===== config.mk =====
export PLATFORM = sky130hd
export DESIGN_NAME = ascending_integer_sorter
export DESIGN_NICKNAME = d
export VERILOG_FILES = /design/src/rtl/ais_pkg.sv /design/src/rtl/ais_cell.sv /design/src/rtl/ascending_integer_sorter.sv
export VERILOG_INCLUDE_DIRS = /design/src /design/src/rtl
export SDC_FILE = /design/constraint.sdc
export NUM_CORES = 2
export LEC_CHECK = 0
export BUFFER_PORTS_ARGS = -buffer_cell sky130_fd_sc_hd__buf_4
export CAP_MARGIN = 5
export CORE_MARGIN = 1
export CORE_UTILIZATION = 45
export CTS_BUF_LIST = sky130_fd_sc_hd__clkbuf_4 sky130_fd_sc_hd__clkbuf_8
export DETAILED_ROUTE_END_ITERATION = 7
export SYNTH_ARGS = -nofsm -noshare
export SYNTH_HDL_FRONTEND = slang
export SYNTH_HIERARCHICAL = 1
export SYNTH_SLANG_ARGS = --single-unit
export TNS_END_PERCENT = 100

===== constraint.sdc =====
create_clock -name aclk -period 7.3 [get_ports aclk]
set_input_delay 1.095 -clock aclk [delete_from_list [all_inputs] [get_ports aclk]]
set_output_delay 1.095 -clock aclk [all_outputs]
set_load 0.02 [all_outputs]

===== src/rtl/assert_macros.svh =====
// Assertion macros used by the sorter top level.
`ifndef ASSERT_MACROS_SVH
`define ASSERT_MACROS_SVH

// Checked on every rising edge of aclk, quiet while aresetn is low.
`define AIS_ASSERT(label, prop, msg) \
    label: assert property (@(posedge aclk) disable iff (!aresetn) (prop)) else $error(msg);

// Same check, held off during the cycle that follows reset release too.
`define AIS_ASSERT_PAST(label, prop, msg) \
    label: assert property (@(posedge aclk) disable iff (!aresetn || !$past(aresetn)) (prop)) \
        else $error(msg);

`endif


===== src/rtl/ais_pkg.sv =====
// Shared types and constants of the ascending integer sorter.
package ais_pkg;

    localparam int DEPTH  = 16;
    localparam int DATA_W = 32;

    typedef logic signed [DATA_W-1:0] data_t;

    // Per-cycle command broadcast to every cell of the chain.
    typedef struct packed {
        logic insert;  // place the incoming value at its sorted position
        logic shift;   // move every entry one cell towards the output
    } cell_ctrl_t;

    typedef enum logic [1:0] {
        ST_LOAD  = 2'b01,
        ST_DRAIN = 2'b10
    } state_t;

endpackage


===== src/rtl/ais_cell.sv =====
// One cell of the sorting chain: holds one value and its valid bit.
module ais_cell
    import ais_pkg::*;
(
    input  logic       aclk,
    input  logic       aresetn,
    input  cell_ctrl_t ctrl,
    input  data_t      ins_value,
    input  logic       prev_gt,
    input  data_t      prev_data,
    input  logic       prev_valid,
    input  data_t      next_data,
    input  logic       next_valid,
    output data_t      data_o,
    output logic       valid_o,
    output logic       gt_o
);

    data_t data_reg, data_next;
    logic  valid_reg, valid_next;

    // Empty cells count as greater, so the gt flags form one step along the chain.
    assign gt_o = !valid_reg || (data_reg > ins_value);

    always_comb begin
        data_next  = data_reg;
        valid_next = valid_reg;
        if (ctrl.insert) begin
            if (gt_o) begin
                data_next = prev_gt ? prev_data : ins_value;
            end
            valid_next = valid_reg || prev_valid;
        end else if (ctrl.shift) begin
            data_next  = next_data;
            valid_next = next_valid;
        end
    end

    always_ff @(posedge aclk) begin
        if (!aresetn) begin
            valid_reg <= 1'b0;
        end else begin
            valid_reg <= valid_next;
        end
    end

    always_ff @(posedge aclk) begin
        data_reg <= data_next;
    end

    assign data_o  = data_reg;
    assign valid_o = valid_reg;

endmodule


===== src/rtl/ascending_integer_sorter.sv =====
// Top level of the ascending integer sorter: control and the chain of cells.
//
// Usage
//   Input channel (s_*): one request per list element, s_is_final marks the
//   last element. Requests are taken one per cycle while the block is loading.
//   Result channel (m_*): after the final request the list comes out in
//   ascending signed order, one request per cycle while m_ready is high;
//   m_run_end marks the last one, m_overflow is set on every result of a
//   run in which more than DEPTH elements arrived (the extras are dropped).
// Timing
//   Each element is placed at its sorted position in the cell chain in the
//   cycle it is accepted. The first result is valid the cycle after the
//   final request. A new list is taken only after the whole run has
//   drained; s_ready is low while draining.
// Reset
//   aresetn (synchronous, active low) empties the chain, clears the overflow
//   flag and returns to loading.
// Stall
//   A low m_ready simply holds the chain; the head cell drives the payload
//   and stays put until taken.
module ascending_integer_sorter
    import ais_pkg::*;
(
    input  logic  aclk,
    input  logic  aresetn,
    input  logic  s_valid,
    output logic  s_ready,
    input  data_t s_item_value,
    input  logic  s_is_final,
    output logic  m_valid,
    input  logic  m_ready,
    output data_t m_sorted_value,
    output logic  m_run_end,
    output logic  m_overflow
);

    state_t     state_reg, state_next;
    logic       overflow_reg, overflow_next;
    cell_ctrl_t ctrl;

    data_t      cell_data  [DEPTH];
    logic       cell_valid [DEPTH];
    logic       cell_gt    [DEPTH];

    logic s_fire, m_fire, full;

    // Chain is filled from the head, so the tail valid bit means full.
    assign full    = cell_valid[DEPTH-1];
    assign s_ready = (state_reg == ST_LOAD);
    assign s_fire  = s_valid && s_ready;

    // Head cell holds the smallest element.
    assign m_valid        = (state_reg == ST_DRAIN) && cell_valid[0];
    assign m_sorted_value = cell_data[0];
    assign m_run_end      = cell_valid[0] && !cell_valid[1];
    assign m_overflow     = overflow_reg;
    assign m_fire         = m_valid && m_ready;

    // Insert only with room; a dropped element still closes the list.
    assign ctrl.insert = s_fire && !full;
    assign ctrl.shift  = m_fire;

    always_comb begin
        state_next    = state_reg;
        overflow_next = overflow_reg;
        unique case (state_reg)
            ST_LOAD: begin
                if (s_fire) begin
                    if (full) begin
                        overflow_next = 1'b1;
                    end
                    if (s_is_final) begin
                        state_next = ST_DRAIN;
                    end
                end
            end
            ST_DRAIN: begin
                if (m_fire && m_run_end) begin
                    state_next    = ST_LOAD;
                    overflow_next = 1'b0;
                end
            end
            default: begin
                state_next    = ST_LOAD;
                overflow_next = 1'b0;
            end
        endcase
    end

    always_ff @(posedge aclk) begin
        if (!aresetn) begin
            state_reg    <= ST_LOAD;
            overflow_reg <= 1'b0;
        end else begin
            state_reg    <= state_next;
            overflow_reg <= overflow_next;
        end
    end

    // Chain: each cell sees its lower neighbour for insertion and its upper
    // neighbour for draining. The head treats its missing neighbour as a
    // valid, not-greater entry; the tail sees an empty upper neighbour.
    for (genvar i = 0; i < DEPTH; i++) begin : g_cell
        logic  prev_gt, prev_valid, next_valid;
        data_t prev_data, next_data;

        if (i == 0) begin : g_head
            assign prev_gt    = 1'b0;
            assign prev_valid = 1'b1;
            assign prev_data  = s_item_value;
        end else begin : g_body
            assign prev_gt    = cell_gt[i-1];
            assign prev_valid = cell_valid[i-1];
            assign prev_data  = cell_data[i-1];
        end

        if (i == DEPTH-1) begin : g_tail
            assign next_valid = 1'b0;
            assign next_data  = s_item_value;
        end else begin : g_inner
            assign next_valid = cell_valid[i+1];
            assign next_data  = cell_data[i+1];
        end

        ais_cell u_cell (
            .aclk       (aclk),
            .aresetn    (aresetn),
            .ctrl       (ctrl),
            .ins_value  (s_item_value),
            .prev_gt    (prev_gt),
            .prev_data  (prev_data),
            .prev_valid (prev_valid),
            .next_data  (next_data),
            .next_valid (next_valid),
            .data_o     (cell_data[i]),
            .valid_o    (cell_valid[i]),
            .gt_o       (cell_gt[i])
        );
    end

`include "assert_macros.svh"

    `AIS_ASSERT(a_no_overlap, !(s_ready && m_valid), "load and drain overlap")
    `AIS_ASSERT(a_chain_packed, cell_valid[1] |-> cell_valid[0], "gap at chain head")
    `AIS_ASSERT(a_end_reloads, (m_fire && m_run_end) |=> s_ready, "no reload after run end")
    `AIS_ASSERT(a_drain_cont, (m_fire && !m_run_end) |=> m_valid, "drain stopped early")
    `AIS_ASSERT_PAST(a_final_drains, (s_fire && s_is_final) |=> m_valid, "final gave no result")

endmodule

## Yosys cells after proc, flatten, opt, wreduce, memory -nomap -nowiden

Cells that the tools add are included.

- Order comparisons: 16
- Eq/ne operators: 22
- Mux-type cells: 103
- Reduce and logical (&&, ||, !) cells: 72

Operator list:

| operator | count |
|---|---|
| 32-bit 2-to-1 mux | 63 |
| 32-bit greater-than comparator | 16 |
| 2-bit by 1-bit != test with 1-bit output (second input constant) | 20 |
| 1-bit 2-to-1 mux | 35 |
| 2-bit AND reduction | 16 |
| 1-bit logical OR | 31 |
| 1-bit zero test | 16 |
| 1-bit logical AND | 6 |
| 2-bit 2-to-1 mux | 3 |
| 3-bit AND reduction | 2 |
| 2-bit case mux with 2 select lines | 1 |
| 2-bit by 1-bit equality test with 1-bit output (second input constant) | 1 |
| 2-bit equality test (second input constant) | 1 |
| 1-bit case mux with 2 select lines | 1 |
| 2-bit nonzero test | 1 |

- Register bits after elaboration: 531
- Input port bits: 37
- Word-level logic and storage cells: 247

## Longest topological paths before layout

- Depth after elaboration: 6
- Gate-level depth with buffers: 12

## Cells and area by module

Netlist, hierarchy kept.

By module, submodules not included:

| module | instances | cells each | area an instance (um2) |
|---|---|---|---|
| ais_cell | 16 | 259 | 2491.1 |
| ascending_integer_sorter | 1 | 18 | 171.4 |

## Least setup slack after synthesis

No wires, ideal clock.

- Kind: input to register
- Start: input s_valid
- End: register g_cell[0].u_cell.data_reg[0] (enable)
- Setup time: 0.441 ns
- Data arrival time: 5.270 ns
- Required time: 6.859 ns
- Slack: 1.589 ns
- Stages on the path: 5
- Path buffers: 1
- Cell sequence: nand2_1 -> nor2_1 -> clkbuf_1 -> nor2_1 -> a31oi_1

RTL lines:

| element | line | source |
|---|---|---|
| start, declared | ascending_integer_sorter.sv:26 | `input logic s_valid,` |
| end signal, assigned | ais_cell.sv:48 | `data_reg <= data_next;` |
| end, declared | ais_cell.sv:19 | `data_t data_reg, data_next;` |

==> impl_metrics.yaml <==
critical_path:
  critPathLaunchType: "primary input"
  crit_family: "simple AND/OR/NAND/NOR gates"
  critPathCaptureType: "flip-flop"
  reg2reg_slack_ps: 3510
  worst_ep_required_time_ps: 7700
  worstPathMaxFanout: 34
  path_cells: "buf_4, inv_1, ha_1, nand4_1, nor4_2, nand4_1, a31oi_1, o21ai_1, nand2_2, mux2i_1, a21oi_1"
  critPathMostFrequentCell: "nand4_1"
  critPathArrivalTime_ps: 4570
  path_buf_inv: 2
  max_stage_delay_ps: 820
  critical_path_class: "primary input to flip-flop"
  cp_slowest_cell: "nand2_2"
cts:
  cts-resized-gates: 0
  htreeDepth: 3
  cts_max_path_buffers: 3
  clk_pin_slew_ps: 60
  post-cts-setup-buffer-count: 0
  clock_latency_ps: 710
  clock_sinks: 531
  cts_tree: "yes"
  cts-root-buf: "clkbuf_8"
  cts_hold_buf: 0
  cts_buffers: 102
timing:
  worst_slack_ps: 3130
  setup_viol: 0
  rsz0062_at_grt: "false"
  max_clock_freq_mhz: 240
  hold_violations: 0
  drv_slew: 0
  finClkSkew_ps: 23.3
  worst_pin_slew_ps: 1220
  post-route-min-period_ps: 4170
  slew_headroom: 0.189
  tns_ps: 0
  fin_crit_sh: 0.572
yosys:
  syn-cell-area_sq_um: 40000
  ys_warn_count: 6
  avgSynthCellArea_sq_um: 9.62
  synthCells: 4161
place:
  port-buffer-count: 72
  dp_hpwl_mm: 70.7
  gp_congestion: 0.843
  post-place-ws_ps: 2380
detailed_routing:
  wl_per_cell_um: 17.3
  drtIter0Drc: 1509
  first_pass_iters: 5
  vias: 29000
  wl_mm: 94.1
  vias_per_cell: 5.34
  ant_nets: 0
  remaining_drc_errors: 0
global_routing:
  grt_usage: 0.208
  grt_pass1_wl_mm: 153
  grt_max_degree: 266
  overflow: 0
  antenna_found_initial: 1
  first_global_vias: 28400
cells_and_area:
  fillers: 8326
  syn_to_final_growth_pct: 9.28
  layout-drive-gt1-share: 0.0810
  layout.nets: 4723
  largest_register_ffs: 512
floorplanning:
  die_h_um: 300
  start_util: 0.454
  row_count: 109
  die-area_sq_um: 90100
  dieWidth_um: 300
  ios: 73
  core_region_area_sq_um: 88200
power:
  ir_drop_mv: 0.137
  power_density_nw_per_um2: 202
  cellLeakagePower_nw: 21.8
run_status:
  outcome: "completed"
min_path:
  hold_class: "flip-flop to flip-flop"
job:
  drv_cap: 0
-- report_power, final --
part / internal, mW / switching [mW] / leakage [nW]
combinational: 0.730 / 1.13 / 15.8
clock: 1.61 / 1.33 / 1.06
sequential: 3.77 / 0.270 / 4.97
total: 6.11 / 2.73 / 21.8
-- path summary, 6_finish.rpt --
| path | from | endpoint | depth (start not counted) |
|---|---|---|---|
| setup / recovery | s_item_value[25] | g_cell[1].u_cell/data_o[13] | 11 |
| hold / removal | g_cell[10].u_cell/valid_o | g_cell[10].u_cell/valid_o | 2 |
| setup reg to reg | g_cell[0].u_cell/data_o[27] | g_cell[1].u_cell/data_o[13] | 9 |
| hold reg to reg | g_cell[10].u_cell/valid_o | g_cell[10].u_cell/valid_o | 2 |
-- worst reg2reg max path, stage by stage, from the launching register on --
cell,delay (ps)
edfxtp_1,470
ha_1,340
nand4_1,200
nor4_2,480
nand4_1,250
a31oi_1,300
o21ai_1,190
nand2_2,820
mux2i_1,340
a21oi_1,110
-- routing by layer --
| metal | track usage | up-vias | routed length (um) |
|---|---|---|---|
| met3 | 0.0239 | 164 | 2590 |
| met2 | 0.339 | 425 | 42900 |
| li1 | - | 15200 | - |
| met1 | 0.285 | 13200 | 45600 |
| met5 | 0 | - | 0 |
| met4 | 0.0752 | 0 | 3040 |
-- layout make-up --
cell class / instances / area (sq um) / share of cell area
Tap cell: 1165 / 1460 / 0.0333
Antenna cell: 1 / 2.50 / 0.0000572
Sequential cell: 531 / 15800 / 0.360
Clock inverter: 36 / 155 / 0.00355
Multi-Input combinational cell: 2927 / 21900 / 0.500
Timing Repair Buffer: 84 / 681 / 0.0156
Inverter: 528 / 1980 / 0.0453
Clock buffer: 153 / 1850 / 0.0423
-- metrics by stage --
step | power (mW) | std cells | util | area (sq um) | hold WS, ps
global placement | 5.90 | 5235 | 0.473 | 41700 | 536
floorplan | 5.35 | 4162 | - | 40000 | 464
global route | 9.39 | 5425 | 0.496 | 43700 | 585
finish | 8.84 | 5425 | 0.496 | 43700 | 555
detailed placement | 5.96 | 5235 | 0.473 | 41700 | 539
CTS | 8.95 | 5424 | 0.496 | 43700 | 548
-- layout by cell type (no fill, tap or decap), drive strengths merged, types with 17 or more instances in the layout --
cell and instances:
nand4 112, nand2b 32, buf 84, and2 17, a21o 64, clkbuf 153, clkinv 32, inv 529
a221oi 32, nor2b 17, o211ai 32, mux2i 512, a21oi 672, o21ai 81, ha 512, edfxtp 512
dfxtp 19, nand2 112, nor2 561, a31oi 48
(Power assumes the default switching activity.)
